<file path="config.mk">
export PLATFORM = sky130hd
export DESIGN_NAME = proportional_text_layout_core
export DESIGN_NICKNAME = d
export VERILOG_FILES = /design/src/sv/ptl_pkg.sv /design/src/sv/proportional_text_layout_core.sv
export SDC_FILE = /design/constraint.sdc
export NUM_CORES = 2
export LEC_CHECK = 0
export BUFFER_PORTS_ARGS = -buffer_cell sky130_fd_sc_hd__buf_2
export CELL_PAD_IN_SITES_DETAIL_PLACEMENT = 0
export CELL_PAD_IN_SITES_GLOBAL_PLACEMENT = 1
export CORE_MARGIN = 5
export CORE_UTILIZATION = 40
export CTS_BUF_LIST = sky130_fd_sc_hd__clkbuf_8
export DETAILED_ROUTE_END_ITERATION = 12
export PLACE_DENSITY_LB_ADDON = 0.2
export REMOVE_ABC_BUFFERS = 1
export SYNTH_ARGS = -nofsm -noshare
export SYNTH_HDL_FRONTEND = slang
export SYNTH_SLANG_ARGS = --single-unit
</file>
<file path="constraint.sdc">
create_clock -name clk -period 8.4 [get_ports clk]
set_clock_uncertainty 0.15 [all_clocks]
set_input_delay 1.26 -clock clk [delete_from_list [all_inputs] [get_ports clk]]
set_output_delay 1.26 -clock clk [all_outputs]
set_load 0.03 [all_outputs]
</file>
<file path="src/sv/ptl_pkg.sv">
// ptl_pkg: item types, command and register codes and measurement constants
// for the proportional text layout core; no dependencies
package ptl_pkg;

  typedef enum logic [1:0] {
    CMD_LOAD  = 2'd0,
    CMD_START = 2'd1,
    CMD_CHAR  = 2'd2
  } cmd_t;

  typedef enum logic [1:0] {
    REG_LINE_HEIGHT   = 2'd0,
    REG_GLYPH_SPACING = 2'd1,
    REG_SPACE_ADVANCE = 2'd2
  } reg_index_t;

  localparam int unsigned CFG_BITS   = 12;
  localparam int unsigned MEAS_BITS  = 16;
  localparam int unsigned FIELD_BITS = 16;

  localparam logic [7:0] CHAR_NEWLINE = 8'd10;
  localparam logic [7:0] CHAR_SPACE   = 8'd32;
  localparam logic [MEAS_BITS-1:0] MEAS_MAX = '1;

  typedef struct packed {
    logic [1:0]         command;
    logic [7:0]         char_code;
    logic [11:0]        advance_value;
    logic signed [15:0] origin_x;
    logic signed [15:0] origin_y;
    logic               end_of_text;
  } in_item_t;

  typedef struct packed {
    logic               draw_quad;
    logic signed [15:0] quad_x;
    logic signed [15:0] quad_y;
    logic [7:0]         glyph_index;
    logic [11:0]        quad_width;
    logic               final_char;
    logic [15:0]        text_width;
    logic [15:0]        text_height;
  } out_item_t;

endpackage

</file>
<file path="src/sv/proportional_text_layout_core.sv">
// proportional_text_layout_core: one item per cycle while the output does not stall; from input
// accept an item passes the glyph table read register, then layout into the result register.
// A result waits in the output register while the next item is accepted.
// Load, start and unused commands give no result. Synchronous active-high reset clears
// the pen, measurement, registers and the glyph table valid bits (entries read as zero).
module proportional_text_layout_core
  import ptl_pkg::*;
#(
  parameter int GLYPH_COUNT  = 256,
  parameter int COORD_BITS   = 16,
  parameter int ADVANCE_BITS = 12
) (
  input  logic                clk,
  input  logic                rst,
  input  logic                in_valid,
  output logic                in_stall,
  input  in_item_t            in_data,
  output logic                out_valid,
  input  logic                out_stall,
  output out_item_t           out_data,
  input  logic                cfg_valid,
  output logic                cfg_ready,
  input  logic [1:0]          cfg_index,
  input  logic [CFG_BITS-1:0] cfg_data
);

  localparam int ADDR_BITS = $clog2(GLYPH_COUNT);
  localparam int SUM_BITS  = MEAS_BITS + 2;

  logic [CFG_BITS-1:0] line_height, glyph_spacing, space_advance;

  logic [ADVANCE_BITS-1:0] advance_table [GLYPH_COUNT];
  logic [GLYPH_COUNT-1:0]  entry_valid;
  logic [ADVANCE_BITS-1:0] rd_data;
  logic                    rd_valid;

  logic     s1_valid;
  in_item_t s1_item;

  logic [COORD_BITS-1:0] pen_col, pen_row, line_start_col;
  logic [MEAS_BITS-1:0]  line_extent, widest_line, height_total;
  logic                  string_started;

  logic [COORD_BITS-1:0] pen_col_next, pen_row_next, line_start_col_next;
  logic [MEAS_BITS-1:0]  line_extent_next, widest_line_next, height_total_next;
  logic                  string_started_next;
  out_item_t             result;

  logic in_accept, out_free, s1_fire, code_in_table;
  logic [ADDR_BITS-1:0] in_addr;

  function automatic logic [MEAS_BITS-1:0] sat_sum(logic [SUM_BITS-1:0] s);
    return (s > SUM_BITS'(MEAS_MAX)) ? MEAS_MAX : MEAS_BITS'(s);
  endfunction

  assign cfg_ready = 1'b1;

  always_ff @(posedge clk) begin
    if (rst) begin
      line_height   <= '0;
      glyph_spacing <= '0;
      space_advance <= '0;
    end else if (cfg_valid && cfg_ready) begin
      case (cfg_index)
        REG_LINE_HEIGHT:   line_height   <= cfg_data;
        REG_GLYPH_SPACING: glyph_spacing <= cfg_data;
        REG_SPACE_ADVANCE: space_advance <= cfg_data;
        default: ;
      endcase
    end
  end

  // handshake: the result register frees the first stage
  assign out_free  = !out_valid || !out_stall;
  assign s1_fire   = s1_valid && out_free;
  assign in_stall  = s1_valid && !out_free;
  assign in_accept = in_valid && !in_stall;

  assign code_in_table = {1'b0, in_data.char_code} < 9'(GLYPH_COUNT);
  assign in_addr       = ADDR_BITS'(in_data.char_code);

  // glyph table: written by loads at accept, read for every accepted item
  always_ff @(posedge clk) begin
    if (in_accept && in_data.command == CMD_LOAD && code_in_table)
      advance_table[in_addr] <= ADVANCE_BITS'(in_data.advance_value);
    if (in_accept)
      rd_data <= advance_table[in_addr];
  end

  always_ff @(posedge clk) begin
    if (rst) begin
      entry_valid <= '0;
      rd_valid    <= 1'b0;
    end else begin
      if (in_accept && in_data.command == CMD_LOAD && code_in_table)
        entry_valid[in_addr] <= 1'b1;
      if (in_accept)
        rd_valid <= entry_valid[in_addr];
    end
  end

  always_ff @(posedge clk) begin
    if (rst) begin
      s1_valid <= 1'b0;
    end else if (!in_stall) begin
      s1_valid <= in_valid;
    end
  end

  always_ff @(posedge clk) begin
    if (in_accept)
      s1_item <= in_data;
  end

  // layout of one item against the pen and measurement state
  always_comb begin
    logic [ADVANCE_BITS-1:0] w;
    logic [MEAS_BITS-1:0]    le0, wl0, ht0, tw;
    logic                    s1_in_table;

    w           = rd_valid ? rd_data : '0;
    s1_in_table = {1'b0, s1_item.char_code} < 9'(GLYPH_COUNT);

    pen_col_next        = pen_col;
    pen_row_next        = pen_row;
    line_start_col_next = line_start_col;
    line_extent_next    = line_extent;
    widest_line_next    = widest_line;
    height_total_next   = height_total;
    string_started_next = string_started;
    result              = '0;
    tw                  = '0;

    le0 = string_started ? line_extent  : '0;
    wl0 = string_started ? widest_line  : '0;
    ht0 = string_started ? height_total : MEAS_BITS'(line_height);

    case (s1_item.command)
      CMD_START: begin
        pen_col_next        = COORD_BITS'(s1_item.origin_x);
        pen_row_next        = COORD_BITS'(s1_item.origin_y);
        line_start_col_next = COORD_BITS'(s1_item.origin_x);
        line_extent_next    = '0;
        widest_line_next    = '0;
        height_total_next   = '0;
        string_started_next = 1'b0;
      end
      CMD_CHAR: begin
        line_extent_next  = le0;
        widest_line_next  = wl0;
        height_total_next = ht0;
        if (s1_item.char_code == CHAR_NEWLINE) begin
          widest_line_next  = (le0 > wl0) ? le0 : wl0;
          line_extent_next  = '0;
          height_total_next = sat_sum(SUM_BITS'(ht0) + SUM_BITS'(line_height));
          pen_col_next      = line_start_col;
          pen_row_next      = pen_row + COORD_BITS'(line_height);
        end else if (s1_item.char_code == CHAR_SPACE) begin
          pen_col_next     = pen_col + COORD_BITS'(space_advance);
          line_extent_next = sat_sum(SUM_BITS'(le0) + SUM_BITS'(space_advance)
                                     + SUM_BITS'(glyph_spacing));
        end else if (s1_in_table) begin
          result.draw_quad   = 1'b1;
          result.quad_x      = FIELD_BITS'(pen_col);
          result.quad_y      = FIELD_BITS'(pen_row);
          result.glyph_index = s1_item.char_code;
          result.quad_width  = 12'(w);
          pen_col_next       = pen_col + COORD_BITS'(w) + COORD_BITS'(glyph_spacing);
          line_extent_next   = sat_sum(SUM_BITS'(le0) + SUM_BITS'(w)
                                       + SUM_BITS'(glyph_spacing));
        end
        tw = (line_extent_next > widest_line_next) ? line_extent_next : widest_line_next;
        result.final_char   = s1_item.end_of_text;
        result.text_width   = tw;
        result.text_height  = height_total_next;
        string_started_next = !s1_item.end_of_text;
      end
      default: ;
    endcase
  end

  always_ff @(posedge clk) begin
    if (rst) begin
      pen_col        <= '0;
      pen_row        <= '0;
      line_start_col <= '0;
      line_extent    <= '0;
      widest_line    <= '0;
      height_total   <= '0;
      string_started <= 1'b0;
    end else if (s1_fire) begin
      pen_col        <= pen_col_next;
      pen_row        <= pen_row_next;
      line_start_col <= line_start_col_next;
      line_extent    <= line_extent_next;
      widest_line    <= widest_line_next;
      height_total   <= height_total_next;
      string_started <= string_started_next;
    end
  end

  always_ff @(posedge clk) begin
    if (rst) begin
      out_valid <= 1'b0;
    end else if (out_free) begin
      out_valid <= s1_fire && s1_item.command == CMD_CHAR;
    end
  end

  always_ff @(posedge clk) begin
    if (out_free)
      out_data <= result;
  end

endmodule

</file>
== Yosys cells after proc, flatten, opt, wreduce, memory -nomap -nowiden ==
Memories as Yosys holds them, arrays and structs flattened. A register that Yosys moved wholly into a read port is not among the register bits.
Index checks and enable logic that the tools add are counted.

* Flip-flop bits (word level): 521
* Latch bits: 0
* Bits in writable memories: 3072
* Memory bits (read-only): 0
* Input port bits: 74
* Output and inout port bits: 89
* Logic and storage cells: 107
* Memories: 1

{| class="wikitable"
|+ Memories
! memory !! depth !! width !! read ports !! clocked after memory_dff !! wr ports !! line !! RTL
|-
| advance_table || 256 || 12 || 1 || 1 || 1 || proportional_text_layout_core.sv:32 || <nowiki>logic [ADVANCE_BITS-1:0] advance_table [GLYPH_COUNT];</nowiki>
|}

* Add/sub/neg operators: 9
* Multiply operators: 0
* Divide/modulo/power cells: 0
* $lt $le $gt $ge: 7
* Equal/unequal tests: 7
* Shift operators: 0
* Mux-type cells: 31
* Bitwise logic cells: 2
* Reduce and logical (&&, ||, !) cells: 23

{| class="wikitable"
|+ Operator list
! kind !! number
|-
| 16-bit two-way mux || 17
|-
| 256-bit OR || 1
|-
| 16-bit one-hot mux with 2 select lines || 5
|-
| 16-bit by 12-bit adder with 16-bit output || 4
|-
| 53-bit two-way mux || 1
|-
| 16-bit by 12-bit adder with 17-bit output || 3
|-
| 17-bit by 12-bit adder with 18-bit output || 2
|-
| 18-bit by 16-bit > comparator with 1-bit output, second input constant || 2
|-
| 16-bit > comparator || 2
|-
| 17-bit by 16-bit > comparator with 1-bit output, second input constant || 1
|-
| 12-bit two-way mux || 1
|-
| 2-bit AND reduction || 5
|-
| 8-bit by 9-bit < comparator with 1-bit output, second input constant || 1
|-
| 1-bit binary-select mux with 8-bit select || 1
|-
| 1-bit demux with 8-bit select || 1
|-
| 8-bit by 4-bit == test with 1-bit output, second input constant || 1
|-
| 8-bit by 6-bit == test with 1-bit output, second input constant || 1
|-
| 8-bit by 1-bit >= comparator with 1-bit output, second input constant || 1
|-
| 1-bit logical AND || 6
|-
| 1-bit logical NOT || 5
|-
| 2-bit by 1-bit == test with 1-bit output, second input constant || 2
|-
| 2-bit == test, second input constant || 2
|-
| 2-bit logical NOT || 2
|-
| 1-bit two-way mux || 4
|-
| 8 further kinds || 8
|}

== Depth between registers and ports, before layout ==
* Depth after elaboration: 10
* Depth in mapped cells: 24
* Gate-level depth less buffers: 21

== Worst setup path before layout ==
OpenSTA, ideal clock, no wires.

* Kind: register to register
* From: reg string_started
* To: reg out_data[30] (netlist name), data pin
* Library setup time: 0.266 ns
* Arrival time: 5.587 ns
* Path slack: 2.396 ns
* Cell stages (with the launch flop): 24
* Path through: dfxtp_1 > clkbuf_1 > clkbuf_1 > buf_1 > nand2_1 > inv_1 > fa_1 > ha_1 > a211o_1 > a2111oi_1 > o211ai_1 > nand3_1 > nand2_1 > clkbuf_1 > o221a_2 > ha_1 > a21o_1 > a21oi_1 > nor3b_1 > o21ai_0 > o21ai_1 > clkbuf_1 > mux2i_1 > nor2_1

* Cells in the longest elaborated chain, start to end: 10
* Elaborated cells on any way between the ends: 19
* Classes of those cells: 4 x add/sub; 4 x order compare; 11 x mux

{| class="wikitable"
|+ Ends and longest elaborated chain
! item !! line !! RTL
|-
| from (decl) || proportional_text_layout_core.sv:42 || <nowiki>logic string_started;</nowiki>
|-
| from (signal assigned) || proportional_text_layout_core.sv:198 || <nowiki>string_started <= string_started_next;</nowiki>
|-
| 16-bit two-way mux || proportional_text_layout_core.sv:134 || <nowiki>le0 = string_started ? line_extent : '0;</nowiki>
|-
| 16-bit by 12-bit adder with 17-bit output (on tied branches) || proportional_text_layout_core.sv:169, proportional_text_layout_core.sv:160 ||
|-
| 17-bit by 12-bit adder with 18-bit output (on tied branches) || proportional_text_layout_core.sv:170, proportional_text_layout_core.sv:161 ||
|-
| 18-bit by 16-bit > comparator with 1-bit output || proportional_text_layout_core.sv:53 || <nowiki>return (s > SUM_BITS'(MEAS_MAX)) ? MEAS_MAX : MEAS_BITS'(s);</nowiki>
|-
| 16-bit two-way mux || proportional_text_layout_core.sv:53 ||
|-
| 16-bit two-way mux || proportional_text_layout_core.sv:158 || <nowiki>end else if (s1_item.char_code == CHAR_SPACE) begin</nowiki>
|-
| 16-bit two-way mux || proportional_text_layout_core.sv:152 || <nowiki>if (s1_item.char_code == CHAR_NEWLINE) begin</nowiki>
|-
| 16-bit two-way mux || proportional_text_layout_core.sv:138 || <nowiki>case (s1_item.command)</nowiki>
|-
| 16-bit > comparator || proportional_text_layout_core.sv:172 || <nowiki>tw = (line_extent_next > widest_line_next) ? line_extent_next : widest_line_next;</nowiki>
|-
| 16-bit two-way mux (*) || proportional_text_layout_core.sv:172 ||
|-
| to (signal assigned) || proportional_text_layout_core.sv:212 || <nowiki>out_data <= result;</nowiki>
|-
| to (decl) || proportional_text_layout_core.sv:20 || <nowiki>output out_item_t out_data,</nowiki>
|}

Mark *: on every way between the ends. The rest lies on a longest branch, timed or not. The select of a mux whose other input is x is not followed.
A chain may end at the register's enable or synchronous reset.

== Worst setup path after layout ==
* From: reg string_started
* To: reg out_data[17] (netlist name), data pin

The elaborated chain is that of the path after synthesis.

==> results.py <==
metrics = {
    "clocking": {
        "cts_htree_levels": 6,
        "cts_setup_buffers": 0,
        "cts_tree": "yes",
        "clockRootBuffer": "clkbuf_8",
        "cts_buffer_depth": 4,
        "clk_pin_slew_worst_paths_ns": 0.06,
        "cts_buffers": 607,
        "cts.sinks": 3605,
        "hold_buffers": 35,
        "insertion_delay_ns": 1.24,
        "ctsResizeCount": 0,
    },
    "sta": {
        "setup_slack_ns": 1.76,
        "hold_viol": 0,
        "relSlewSlack_pct": 18.4,
        "fin_crit_sh_pct": 79.1,
        "fin_crit_ns": 6.64,
        "final.setup.tns_ns": 0,
        "rsz0062_at_grt": "no",
        "worst_pin_slew_ns": 1.22,
        "fmax_mhz": 151,
        "setup_viol": 0,
        "drv_slew": 0,
    },
    "pwr": {
        "power_frac_clock_pct": 40.4,
        "powerDensity_mw_per_mm2": 224,
        "peakVddDrop_mv": 0.142,
        "switching_share_pct": 23.8,
        "seq_power_share_pct": 53.9,
        "leakage_nw": 54.0,
        "power.switching_w": 0.00865,
        "intPower_w": 0.0277,
        "comb_power_share_pct": 5.6,
    },
    "setup_path": {
        "cp-startpoint": "string_started",
        "critPathMaxFanout": 32,
        "start_kind": "register",
        "rrSetupSlack_ns": 1.76,
        "crit_required_ns": 9.28,
        "end_kind": "register",
        "critPathArrivalTime_ns": 7.52,
        "critPathKind": "reg2reg",
        "regToRegStartpoint": "string_started",
        "r2r_end": "out_data[17]",
        "worstRegToRegCells": 19,
    },
    "placement": {
        "place.gp.congestion": 0.832,
        "dp_hpwl_mm": 255,
        "pre_cts_ws_ns": 1.69,
        "io_buffers": 161,
    },
    "synthesis": {
        "synth.largest_area_cell": "edfxtp_1",
        "synth_area_leaders": "edfxtp_1 (67%), mux4_2 (15%), dfxtp_1 (5.5%)",
        "ys_warn_count": 0,
        "synthDistinctLibCells": 81,
        "synth_edf_count": 3213,
        "syn_area_sq_mm": 0.143,
        "synthFlopType": "edfxtp_1",
        "synth-seq-cells": 3605,
        "syn_inst": 7203,
        "async_flop_share_pct": 0,
        "synth-seq-area-share_pct": 73.0,
        "synth_top_area_share_pct": 67.5,
        "synth.avg_cell_area_sq_um": 19.8,
    },
    "die": {
        "ioPinCount": 163,
        "chipHeight_um": 608,
        "die_x_um": 608,
        "core_area_sq_mm": 0.356,
        "start_util_pct": 40.2,
        "fp.dieArea_sq_mm": 0.369,
        "num_rows": 219,
    },
    "layout": {
        "drive_gt1_share_pct": 28.5,
        "syn2layout_area_growth_pct": 13.8,
        "nets": 8151,
        "post-route-util_pct": 45.7,
    },
    "hold_path": {
        "min-delay-start": "in_valid",
        "hold_class": "in2reg",
        "hold-path-endpoint": "s1_valid",
        "worstHoldPathCells": 2,
    },
    "detailed_routing": {
        "drt_iter0_markers": 7868,
        "wl_per_cell_um": 31.8,
        "ant_nets": 0,
        "wl_mm": 419,
        "routed-via-count": 75500,
        "viasPerCell": 5.72,
        "dr.pass1.iters": 6,
        "route.detailed.drc": 0,
    },
    "global_route": {
        "grt_pass1_vias": 77300,
        "grt_max_degree": 161,
        "track_usage_pct": 22.3,
        "antenna_found_initial": 25,
        "grt_overflow": 0,
        "grt_pass1_wl_mm": 594,
    },
    "run_status": {
        "outcome": "completed",
    },
    "job": {
        "cap_violations": 0,
    },
}
-- synth_stat cells, drive strengths merged, types with 42 or more instances --
cell    instances
and2           72
a22oi          77
o21ai          99
mux4          978
ha            106
dfxtp         392
nor2          425
o21a          272
inv            56
buf           205
nor3           42
a22o           45
mux2i          96
nand2         213
edfxtp       3213
clkbuf        209
a21oi         157
nand3          59
fa             42
-- stage by stage --
step	cell area (sq um)	hold WS (ns)	std cells	total power, W
2_1_floorplan	141000	0.275	6789	0.0208
3_5_place_dp	151000	0.295	12000	0.0221
6_report	163000	0.142	13200	0.0364
4_1_cts	163000	0.0217	13200	0.0368
5_1_grt	163000	0.0470	13200	0.0377
3_3_place_gp	151000	0.291	12000	0.0220
-- power by group through the flow --
| stage | clock network (W) | logic [W] | registers [W] |
|---|---|---|---|
| 2_1_floorplan | 0 | 0.000822 | 0.0200 |
| 6_report | 0.0147 | 0.00206 | 0.0196 |
| 5_1_grt | 0.0159 | 0.00216 | 0.0196 |
| 3_5_place_dp | 0 | 0.00206 | 0.0200 |
| 3_3_place_gp | 0 | 0.00204 | 0.0200 |
| 4_1_cts | 0.0151 | 0.00208 | 0.0196 |
-- registers in the layout (all words and copies together) (netlist names) --
signal	flops
height_total	16
out_data	86
s1_item	43
line_extent	16
line_start_col	16
advance_table	3072
widest_line	16
pen_row	16
rd_data	12
rd_valid	1
glyph_spacing	12
s1_valid	1
out_valid	1
pen_col	16
space_advance	12
entry_valid	256
string_started	1
line_height	12
-- per-layer routing --
metal | vias up | global-route usage (%) | wire (um)
met4 | 4 | 5.91 | 10400
met1 | 40800 | 31.2 | 177000
met2 | 2915 | 36.6 | 205000
met3 | 590 | 3.66 | 27200
li1 | 31300 | - | -
met5 | - | 0 | 22
-- layout make-up --
cell class | count | area (sq um)
Fill cell | 30300 | 193000
Sequential cell | 3605 | 104000
Multi-Input combinational cell | 3128 | 36700
Clock buffer | 662 | 9110
Tap cell | 4751 | 5940
Timing Repair Buffer | 531 | 4100
Clock inverter | 441 | 2230
Inverter | 56 | 219
Antenna cell | 19 | 47.5
-- placed cells by master (no fill, tap or decap), types with 22 or more instances in the layout --
master and count:
edfxtp_1 3213, o21a_1 272, inv_1 312, mux4_2 978, o21ai_0 96, buf_2 143, clkinv_1 81, a221oi_1 22
dfxtp_1 391, a21oi_1 156, nand3_1 55, xnor2_1 30, a22oi_1 77, buf_12 23, ha_1 105, and2_1 70
buf_4 315, xor2_1 22, fa_1 42, nor2_2 81, mux2i_1 96, a31oi_1 24, clkbuf_8 672, dlygate4sd3_1 35
nor3_1 42, nor2_1 341, a22o_1 45, clkinv_2 42, a211oi_1 41, nand2_1 200
-- worst max-delay path, cell delays in order (launching register included) --
cell       delay, ns
dfxtp_2         0.78
nand2_1         0.16
inv_1           0.22
fa_1            0.50
ha_1            0.31
a211o_1         0.30
a2111oi_1       0.77
o211ai_1        0.23
nand3_1         0.15
nand2_1         0.33
o221a_2         0.48
ha_1            0.31
a21o_1          0.16
a21oi_1         0.20
nor3b_1         0.22
o21ai_0         0.14
o21ai_2         0.43
buf_4           0.30
nor2_1          0.07
a211oi_1        0.24
-- how the worst max path moves through the flow --
stage / end / cells past startpoint
detailed placement: out_data[17] / 19
finish: out_data[17] / 19
global route: out_data[17] / 19
floorplan: out_data[28] / 14
global placement: out_data[16] / 19
CTS: out_data[17] / 19
-- kinds of logic after synthesis --
logic type | count (synthesis) | synth area share (%)
flip-flops | 3605 | 73.0
multiplexers | 1095 | 16.2
AND/OR/NAND/NOR | 939 | 2.95
AO/OA/AOI/OAI | 893 | 4.38
buffers and inverters | 470 | 1.61
adder cells (fa/ha/maj) | 148 | 1.52
XOR/XNOR | 52 | 0.319
other | 1 | 0.00262
Note: power is estimated with default switching activity, not from simulation.
